$ cat src/hdl/skh_pkg.sv
`timescale 1ns / 1ps
`default_nettype none
// ----------------------------------------------------------------------------
// skh_pkg
// shared types and codes for the sorted key histogram
// ----------------------------------------------------------------------------
package skh_pkg;

   localparam int NAME_W  = 64;
   localparam int FRAME_W = 64;
   localparam int ID_W    = 31;
   localparam int CNT_W   = 32;
   localparam int POS_W   = 10;
   localparam int USED_W  = 11;
   localparam int FRAMES  = 4;

   typedef enum logic [1:0] {
      OP_COUNT = 2'd0,
      OP_READ  = 2'd1,
      OP_CLEAR = 2'd2,
      OP_NONE  = 2'd3
   } op_type;

   typedef enum logic [2:0] {
      ST_HIT      = 3'd0,
      ST_INSERTED = 3'd1,
      ST_FULL     = 3'd2,
      ST_BAD_IDX  = 3'd3,
      ST_CLEARED  = 3'd4
   } status_type;

   // one table entry: key fields and count
   typedef struct packed {
      logic [FRAMES-1:0][FRAME_W-1:0] frames;
      logic [ID_W-1:0]                pid;
      logic [ID_W-1:0]                tid;
      logic [NAME_W-1:0]              head;
      logic [NAME_W-1:0]              tail;
      logic [CNT_W-1:0]               tally;
   } entry_type;

   // sequencer to datapath
   typedef struct packed {
      logic load_key;    // capture request key
      logic rd_en;       // read table at rd_addr
      logic probe;       // read probe address
      logic shift_rd;    // read entry below shift pointer
      logic shift_wr;    // write previously read entry one up
      logic ins_wr;      // write new key at insert point
      logic hit_wr;      // write incremented tally at probe
      logic clear;       // empty the table
      logic read_op;     // read entry at request index
      logic step_cmp;    // narrow the search window
      logic emit;        // load response register
      status_type status;
   } dp_cmd_type;

   // datapath to sequencer
   typedef struct packed {
      logic done_search; // window closed
      logic cmp_eq;      // probed entry equals key
      logic full;        // table holds the maximum
      logic shift_done;  // shift pointer reached insert point
      logic idx_ok;      // read index in range
   } dp_sts_type;

endpackage

`default_nettype wire

$ cat src/hdl/skh_ctrl.sv
`timescale 1ns / 1ps
`default_nettype none
// ----------------------------------------------------------------------------
// skh_ctrl
// sequencer for search, hit update, shift-insert, read and clear
// ----------------------------------------------------------------------------
module skh_ctrl (
   input  wire                      clock,
   input  wire                      reset,
   input  wire                      req_valid,
   output logic                     req_stall,
   input  wire [1:0]                req_operation,
   output logic                     rsp_valid,
   input  wire                      rsp_stall,
   output skh_pkg::dp_cmd_type      cmd,
   input  wire skh_pkg::dp_sts_type sts
);
   import skh_pkg::*;

   typedef enum logic [3:0] {
      S_IDLE, S_PROBE, S_WAIT, S_CMP, S_SHIFT_RD, S_SHIFT_WR, S_INSERT,
      S_READ, S_READ_EMIT, S_OUT
   } state_type;

   state_type state_ff;
   logic      rsp_valid_ff;

   assign req_stall = (state_ff != S_IDLE);
   assign rsp_valid = rsp_valid_ff;

   always_comb begin
      cmd = '0;
      cmd.status = ST_HIT;
      case (state_ff)
         S_IDLE: begin
            if (req_valid) begin
               case (op_type'(req_operation))
                  OP_COUNT: cmd.load_key = 1'b1;
                  OP_READ: begin
                     cmd.read_op = 1'b1;
                     cmd.rd_en = 1'b1;
                  end
                  OP_CLEAR: begin
                     cmd.clear = 1'b1;
                     cmd.emit = 1'b1;
                     cmd.status = ST_CLEARED;
                  end
                  default: ;
               endcase
            end
         end
         S_PROBE: begin
            if (sts.done_search) begin
               if (sts.full) begin
                  cmd.emit = 1'b1;
                  cmd.status = ST_FULL;
               end
            end else begin
               cmd.rd_en = 1'b1;
               cmd.probe = 1'b1;
            end
         end
         S_CMP: begin
            if (sts.cmp_eq) begin
               cmd.hit_wr = 1'b1;
               cmd.emit = 1'b1;
               cmd.status = ST_HIT;
            end else begin
               cmd.step_cmp = 1'b1;
            end
         end
         S_SHIFT_RD: begin
            if (!sts.shift_done) begin
               cmd.rd_en = 1'b1;
               cmd.shift_rd = 1'b1;
            end
         end
         S_SHIFT_WR: cmd.shift_wr = 1'b1;
         S_INSERT: begin
            cmd.ins_wr = 1'b1;
            cmd.emit = 1'b1;
            cmd.status = ST_INSERTED;
         end
         S_READ_EMIT: begin
            cmd.read_op = 1'b1;
            cmd.emit = 1'b1;
            cmd.status = sts.idx_ok ? ST_HIT : ST_BAD_IDX;
         end
         default: ;
      endcase
   end

   always_ff @(posedge clock) begin
      if (reset) begin
         state_ff <= S_IDLE;
         rsp_valid_ff <= 1'b0;
      end else begin
         if (rsp_valid_ff && !rsp_stall) rsp_valid_ff <= 1'b0;
         if (cmd.emit) rsp_valid_ff <= 1'b1;
         case (state_ff)
            S_IDLE: begin
               if (req_valid) begin
                  case (op_type'(req_operation))
                     OP_COUNT: state_ff <= S_PROBE;
                     OP_READ:  state_ff <= S_READ;
                     OP_CLEAR: state_ff <= S_OUT;
                     default:  state_ff <= S_IDLE;
                  endcase
               end
            end
            S_PROBE: begin
               if (sts.done_search) state_ff <= sts.full ? S_OUT : S_SHIFT_RD;
               else state_ff <= S_WAIT;
            end
            S_WAIT: state_ff <= S_CMP;
            S_CMP: state_ff <= sts.cmp_eq ? S_OUT : S_PROBE;
            S_SHIFT_RD: state_ff <= sts.shift_done ? S_INSERT : S_SHIFT_WR;
            S_SHIFT_WR: state_ff <= S_SHIFT_RD;
            S_INSERT: state_ff <= S_OUT;
            S_READ: state_ff <= S_READ_EMIT;
            S_READ_EMIT: state_ff <= S_OUT;
            S_OUT: begin
               if (!rsp_valid_ff || !rsp_stall) state_ff <= S_IDLE;
            end
            default: state_ff <= S_IDLE;
         endcase
      end
   end

endmodule

`default_nettype wire

$ cat config.mk
export PLATFORM = sky130hd
export DESIGN_NAME = skh_ctrl
export DESIGN_NICKNAME = d
export VERILOG_FILES = /design/src/hdl/skh_pkg.sv /design/src/hdl/skh_ctrl.sv
export SDC_FILE = /design/constraint.sdc
export NUM_CORES = 1
export LEC_CHECK = 0
export BUFFER_PORTS_ARGS = -buffer_cell sky130_fd_sc_hd__buf_2
export CAP_MARGIN = 0
export CORE_MARGIN = 3
export CORE_UTILIZATION = 39
export CTS_CLUSTER_SIZE = 8
export DETAILED_ROUTE_END_ITERATION = 8
export PLACE_DENSITY = 0.79
export SETUP_SLACK_MARGIN = 0.5
export SLEW_MARGIN = 20
export SYNTH_ARGS = -nofsm -noshare
export SYNTH_HDL_FRONTEND = slang
export SYNTH_SLANG_ARGS = --single-unit
$ cat constraint.sdc
create_clock -name clock -period 1.6 [get_ports clock]
set_input_delay 0.24 -clock clock [delete_from_list [all_inputs] [get_ports clock]]
set_output_delay 0.24 -clock clock [all_outputs]
set_load 0.01 [all_outputs]
# ---- Word-level counts from Yosys, hierarchy flattened
# Cells that the tools add are included.
dict set report totals {
  ff_bits 5
  inputBits 11
  out_inout_bits 16
  wordCells 61
}
dict set report classes {
  eq_ne 13
  mux 36
  n_reduce_logical 10
}
# operator n
set op_table {}
lappend op_table {{$mux 4} 10}
lappend op_table {{$pmux 4 s9} 1}
lappend op_table {{$pmux 4 s5} 1}
lappend op_table {{$eq 4x3->1 const B} 4}
lappend op_table {{$mux 1} 16}
lappend op_table {{$pmux 4 s3} 1}
lappend op_table {{$mux 2} 5}
lappend op_table {{$eq 4x2->1 const B} 2}
lappend op_table {{$eq 4x4->1 const B} 2}
lappend op_table {{$eq 4x1->1 const B} 1}
lappend op_table {{$logic_not 4->1} 1}
lappend op_table {{$ne 2x2->1 const B} 2}
lappend op_table {{$reduce_bool 4->1} 1}
lappend op_table {{$pmux 1 s3} 1}
lappend op_table {{$eq 2x1->1 const B} 1}
lappend op_table {{$eq 2x2->1 const B} 1}
lappend op_table {{$logic_not 1->1} 2}
lappend op_table {{$logic_not 2->1} 1}
lappend op_table {{$pmux 1 s2} 1}
lappend op_table {{$reduce_and 2->1} 1}
lappend op_table {{$reduce_bool 2->1} 1}
lappend op_table {{$reduce_or 2->1} 1}
lappend op_table {{$logic_and 1x1->1} 1}
lappend op_table {{$logic_or 1x1->1} 1}

# ---- Depth between registers and ports, before layout
# Gate-level depths: netlist of the first run.
dict set report depth {
  ltp_word 5
  mapped_depth 6
  ltp_nobuf 4
}

# ---- Worst setup path after synthesis of the first run
# OpenSTA, ideal clock, no wires.
dict set report synth_timing {
  path_kind {register -> output}
  from {register state_ff[2]}
  to {output port cmd[3] (netlist bit)}
  t_arrival_ns 1.475
  required_time_ns 1.360
  path_slack_ns -0.115
  stages_incl_launch_ff 6
  path_buffers 2
  path_cell_list {dfxtp_1 > buf_6 > or4_4 > buf_6 > nor4_4 > or3_1}
}
# item line
set synth_lines {}
lappend synth_lines {{start: declaration} skh_ctrl.sv:25} ;# state_type state_ff;
lappend synth_lines {{start signal: assignment} skh_ctrl.sv:112} ;# if (sts.done_search) state_ff <= sts.full ? S_OUT : S_SHIFT_RD;
lappend synth_lines {{start signal: assignment} skh_ctrl.sv:116} ;# S_CMP: state_ff <= sts.cmp_eq ? S_OUT : S_PROBE;
lappend synth_lines {{start signal: assignment} skh_ctrl.sv:117} ;# S_SHIFT_RD: state_ff <= sts.shift_done ? S_INSERT : S_SHIFT_WR;
lappend synth_lines {{end: declaration} skh_ctrl.sv:15} ;# output skh_pkg::dp_cmd_type cmd,

==> results of run 1 <==
==> critical path: stages (launching register included) <==
cell,delay (ps)
dfxtp_2,310
or4_4,570
nor2_1,140
nand3_1,160
o21ai_2,110
buf_2,160
==> state kept, by name (all words and copies together), names as in the netlist <==
| signal | cells |
|---|---|
| rsp_valid | 1 |
| state_ff | 4 |
==> power by group <==
part / internal [mW] / total (mW) / switching [mW] / leakage (nW)
clock network: 0.0950 / 0.158 / 0.0634 / 0.0150
logic: 0.640 / 1.32 / 0.682 / 0.404
registers: 0.171 / 0.200 / 0.0285 / 0.0422
total: 0.906 / 1.68 / 0.774 / 0.461
==> worst paths after layout <==
kind	depth (start not counted)	start	slack [ps]	end
hold reg to reg	3	rsp_valid$_SDFFE_PP0P_	650	rsp_valid$_SDFFE_PP0P_
hold / removal	2	reset	180	rsp_valid$_SDFFE_PP0P_
setup reg to reg	5	state_ff[1]$_SDFFE_PP0P_	30	state_ff[3]$_SDFFE_PP0P_
setup / recovery	5	state_ff[1]$_SDFFE_PP0P_	-330	cmd[5]
==> timing repair <==
action | 4_1_cts | 5_1_grt
cloned | 0 | 0
resized for setup | 11 | 13
pin swaps | 2 | 4
setup buffers | 8 | 4
endpoints found under the setup margin | 20 | 20
==> synth_stat cells, drive strengths merged (2+ instances only) <==
| library cell | n |
|---|---|
| nand2 | 6 |
| nor4b | 2 |
| nor4 | 6 |
| nor3 | 3 |
| buf | 4 |
| inv | 5 |
| dfxtp | 5 |
| o21ai | 5 |
| nand3b | 2 |
| clkbuf | 3 |
| nand2b | 5 |
| a21oi | 7 |
| nand3 | 2 |
| nor2 | 8 |
==> metrics by stage <==
| stage | TNS [ps] | power, mW | util | hold slack, ps | setup WS, ps |
|---|---|---|---|---|---|
| 2_1_floorplan | -262.9 | 0.9564 | - | 301.7 | -114.8 |
| 3_3_place_gp | 0 | 1.104 | 0.6759 | 437.4 | 18.37 |
| 3_5_place_dp | -70.71 | 1.125 | 0.6759 | 440.8 | -36.92 |
| 4_1_cts | -1527 | 1.492 | 0.7840 | 179.9 | -283.2 |
| 5_1_grt | -2288 | 1.783 | 0.8498 | 187.6 | -399.1 |
| 6_report | -1668 | 1.680 | 0.8498 | 182.6 | -329.5 |
==> per-layer routing <==
layer / GRT usage / part of all wire
met1: 0.2463 / 0.38
met2: 0.4071 / 0.52
met3: 0.02490 / 0.052
met4: 0.1807 / 0.044
met5: 0 / 0
==> area by class of cell <==
cell class | count | area share
Sequential cell | 5 | 0.1005
Clock buffer | 4 | 0.02542
Timing Repair Buffer | 47 | 0.3136
Multi-Input combinational cell | 62 | 0.5206
Tap cell | 14 | 0.01695
Inverter | 5 | 0.02300
==> cell families (layout without fill, tap and decap cells) <==
| family | count (synthesis) | after routing | synth area share |
|---|---|---|---|
| simple gates | 42 | 42 | 0.4647 |
| compound gates | 19 | 19 | 0.2233 |
| mux | 1 | 1 | 0.01822 |
| buf+inv | 12 | 56 | 0.1116 |
| flops | 5 | 5 | 0.1822 |
==> reports/metrics.yaml, run 1 <==
run_status:
  status: "finished with violations"
  violations: "setup timing"
synth:
  synthCells: 79
  ys_ff_latch: 5
  synth_top_area_share: 0.1822
  async_reset_ff_frac: 0
  syn_area_um2: 549.3
  synthTopCellsByArea: "dfxtp_1, a21oi_1, nand2b_1"
  syn_nets: 90
  ys_types: 35
  synth-edff-count: 0
  avgSynthCellArea_um2: 6.953
  ys.flop_type: "dfxtp_1"
  ys_warn_count: 0
  yosys.area.top_type: "dfxtp_1"
  yosysSeqAreaShare: 0.1822
layout:
  seqCellArea_um2: 103.9
  final_cell_mix: "buf_2, buf_4, buf_6, nor2_1, a21oi_1"
  nets: 135
  multi_input_area_um2: 538.0
  fillCellCount: 70
  diodes: 0
  drive_above_1_share: 0.6179
  syn_to_final_growth_pct: 88.15
  finalInstanceArea_um2: 1033
  finalNonFillerCells: 137
  final_common_cell: "buf_2"
grt:
  gr-total-overflow: 0
  antenna_found_initial: 0
  track_usage: 0.2308
  grt_pass1_wl_um: 3249
  grt_max_degree: 18
  first_global_vias: 756
sta:
  slew_headroom: 0.7698
  rsz0062_at_grt: "yes"
  period_share: 1.206
  post-route-min-period_ps: 1929
  layout_setup_ws_ps: -329.5
  setup_viol: 8
  worst_pin_slew_ps: 344.6
  hold_violations: 0
  skew_ps: 7.282
  slew_violations: 0
  timing.fmax_mhz: 518.3
clock_network:
  h-tree-depth: 1
  clockBufferDepth: 2
  cts-root-buf: "clkbuf_4"
  cts_made_buffers: 3
  tritoncts: "yes"
  clock_latency_ps: 260
  cts.sinks: 5
  cts_hold_buf: 0
  path_clk_slew_ps: 50
min_path:
  hold_path.class: "in -> reg"
floorplan:
  die-area_um2: 1895
  die_h_um: 43.53
  die_w_um: 43.53
  io_pins: 27
  coreArea_um2: 1216
  start_util: 0.4516
  core.rowCount: 12
power:
  power.density_nw_per_um2: 1625
  leakage_nw: 0.4614
  ir_drop_mv: 0.9557
place:
  portBuffers: 26
  dpl-instance-area_um2: 822.0
  hpwl_um: 1314
  dp.cells: 121
  place_congestion: 0.8149
critical_path:
  crit_arrival_ps: 1690
  cp-end-kind: "output port"
  cp-start-kind: "register"
  setup.worst_path.class: "reg -> out"
  critPathRequiredTime_ps: 1360
  cp_max_fo: 4
detailed_routing:
  drt_first_pass_iters: 4
  drc: 0
  drt-total-wl_um: 2213
  detail_route.iter0.violations: 26
  wl_per_cell_um: 16.15
  vias: 799
  ant_nets: 0
  avgViaCountPerCell: 5.832
flow_run:
  max-cap-violations: 0
(Power assumes the default switching activity.)
==> run 2, diff against run 1 <==
- CORE_UTILIZATION: 39 -> 42
- CTS_BUF_LIST: not set -> sky130_fd_sc_hd__clkbuf_4
- PLACE_DENSITY: 0.79 -> 0.84
==> run 2 against run 1 <==
Against the previous run:
- the flow still finishes with violations (setup timing)
- count of clock-buffer cells in the layout is the same
- via count grew 14%
- cell count increased by 1.5%
- sequential power is 10% higher
- critical path type unchanged
- combinational power is 15% higher
- largest power group unchanged
==> reports/metrics.yaml, run 2 (synthesis gave the netlist of run 1 again) <==
critical_path:
  crit_end: "cmd[2]"
  r2r-end: "state_ff[3]$_SDFFE_PP0P_"
  cp-start-kind: "register"
  worst-r2r-setup-slack_ps: -140
  crit_chain: "or4_4 > buf_4 > nor4_1 > buf_2"
  cp_num_buf_inv: 2
  crit_cells: 4
  critPathTopFamily: "simple AND/OR/NAND/NOR gates"
  critPathRequiredTime_ps: 1360
  reg2reg_from: "state_ff[2]$_SDFFE_PP0P_"
  crit_start: "state_ff[2]$_SDFFE_PP0P_"
  reg2reg_depth: 6
  cp-end-kind: "output port"
  critPathSlowestCell: "or4_4"
  setup.worst_path.class: "reg -> out"
  cp_max_fo: 5
  slowest_delay_ps: 590
  crit_arrival_ps: 1820
layout:
  drive_above_1_share: 0.6480
  largest_reg_flops: 4
  nets: 137
  final_cell_mix: "buf_2, buf_4, buf_6, nor2_1"
  syn_to_final_growth_pct: 103.2
  diodes: 0
  final_core_util: 0.9530
  regMostFlops: "state_ff"
  final_common_cell: "buf_2"
grt:
  antenna_found_initial: 0
  gr-total-overflow: 0
  grt_pass1_wl_um: 3498
  track_usage: 0.2511
  grt_max_degree: 18
  first_global_vias: 771
clock_network:
  clockBufferDepth: 2
  h-tree-depth: 1
  cts.sinks: 5
  cts_made_buffers: 3
  cts-root-buf: "clkbuf_4"
  path_clk_slew_ps: 60
  clock_latency_ps: 260
  cts_hold_buf: 0
  tritoncts: "yes"
floorplan:
  io_pins: 27
  die_w_um: 42.17
  coreArea_um2: 1171
  core.rowCount: 12
  die_h_um: 42.17
  die-area_um2: 1778
  start_util: 0.4690
run_status:
  status: "finished with violations"
  violations: "setup timing"
sta:
  skew_ps: 18.24
  slew_headroom: 0.7195
  hold_violations: 0
  layout_setup_ws_ps: -459.3
  period_share: 1.287
  slew_violations: 0
  timing.fmax_mhz: 485.6
  setup_viol: 16
  post-route-min-period_ps: 2059
  worst_pin_slew_ps: 419.9
  rsz0062_at_grt: "yes"
place:
  hpwl_um: 1265
  place_ws_ps: -18.43
  portBuffers: 26
  place_congestion: 0.8207
detailed_routing:
  avgViaCountPerCell: 6.525
  ant_nets: 0
  vias: 907
  wl_per_cell_um: 22.08
  drt_first_pass_iters: 4
  drt-total-wl_um: 3069
  drc: 0
  detail_route.iter0.violations: 51
power:
  ir_drop_mv: 1.125
  leakage_nw: 0.4898
  power.density_nw_per_um2: 1728
flow_run:
  max-cap-violations: 0
min_path:
  hold_path.class: "in -> reg"
  hold_path_startpoint: "reset"
-- run 2: cell count changes in the layout (fill, tap and decap cells not counted), moves of 2 or more --
cell | before | now
buf_4 | 14 | 11
a21oi_1 | 5 | 3
buf_6 | 7 | 10
nor2_4 | 1 | 3
-- run 2: stage by stage --
stage	instance area (um^2)	hold slack, ps	cells	setup TNS (ps)	power (mW)
final	1116	207.6	139	-3010	1.929
after global routing	1116	212.2	139	-3768	2.014
after CTS	970.9	184.3	134	-1454	1.523
after detailed placement	807.0	443.9	119	-25.14	1.098
after global placement	807.0	433.8	119	0	1.078
after floorplan	689.4	301.7	79	-262.9	0.9564
-- run 2: worst reg2reg max path, cell delays in order, from the launching register on --
cell,delay (ps)
dfxtp_1,350
or4_4,590
buf_4,170
buf_6,110
o32ai_4,190
o21ai_1,80
a21oi_1,160
-- run 2: routing by layer --
layer | wire (um) | global-route usage | part of all wire | up-vias
met5 | 0 | 0 | 0 | -
met2 | 1458 | 0.4286 | 0.48 | 72
li1 | - | - | - | 386
met1 | 1162 | 0.2843 | 0.38 | 431
met3 | 294 | 0.06438 | 0.096 | 18
met4 | 153 | 0.1242 | 0.050 | 0
-- run 2: where the power goes --
group	total, mW	switching (mW)	internal [mW]
combinational	1.52	0.768	0.754
sequential	0.221	0.0475	0.174
clock	0.185	0.0726	0.112
-- run 2: worst min path at each step --
stage / endpoint / depth (start not counted)
final: state_ff[3]$_SDFFE_PP0P_ / 2
after global routing: state_ff[3]$_SDFFE_PP0P_ / 2
after CTS: state_ff[3]$_SDFFE_PP0P_ / 2
after detailed placement: state_ff[3]$_SDFFE_PP0P_ / 2
after global placement: state_ff[3]$_SDFFE_PP0P_ / 2
after floorplan: state_ff[3]$_SDFFE_PP0P_ / 1
-- run 2: cell type report --
cell class	instances	area [um^2]
Multi-Input combinational cell	62	570.5
Timing Repair Buffer	49	370.4
Sequential cell	5	106.4
Fill cell	30	55.05
Clock buffer	4	30.03
Inverter	5	21.27
Tap cell	14	17.52
-- run 2: timing repair --
action,4_1_cts,5_1_grt
setup endpoints to repair,20,20
buffers inserted,11,5
resized for setup,14,23
pin swaps,6,7
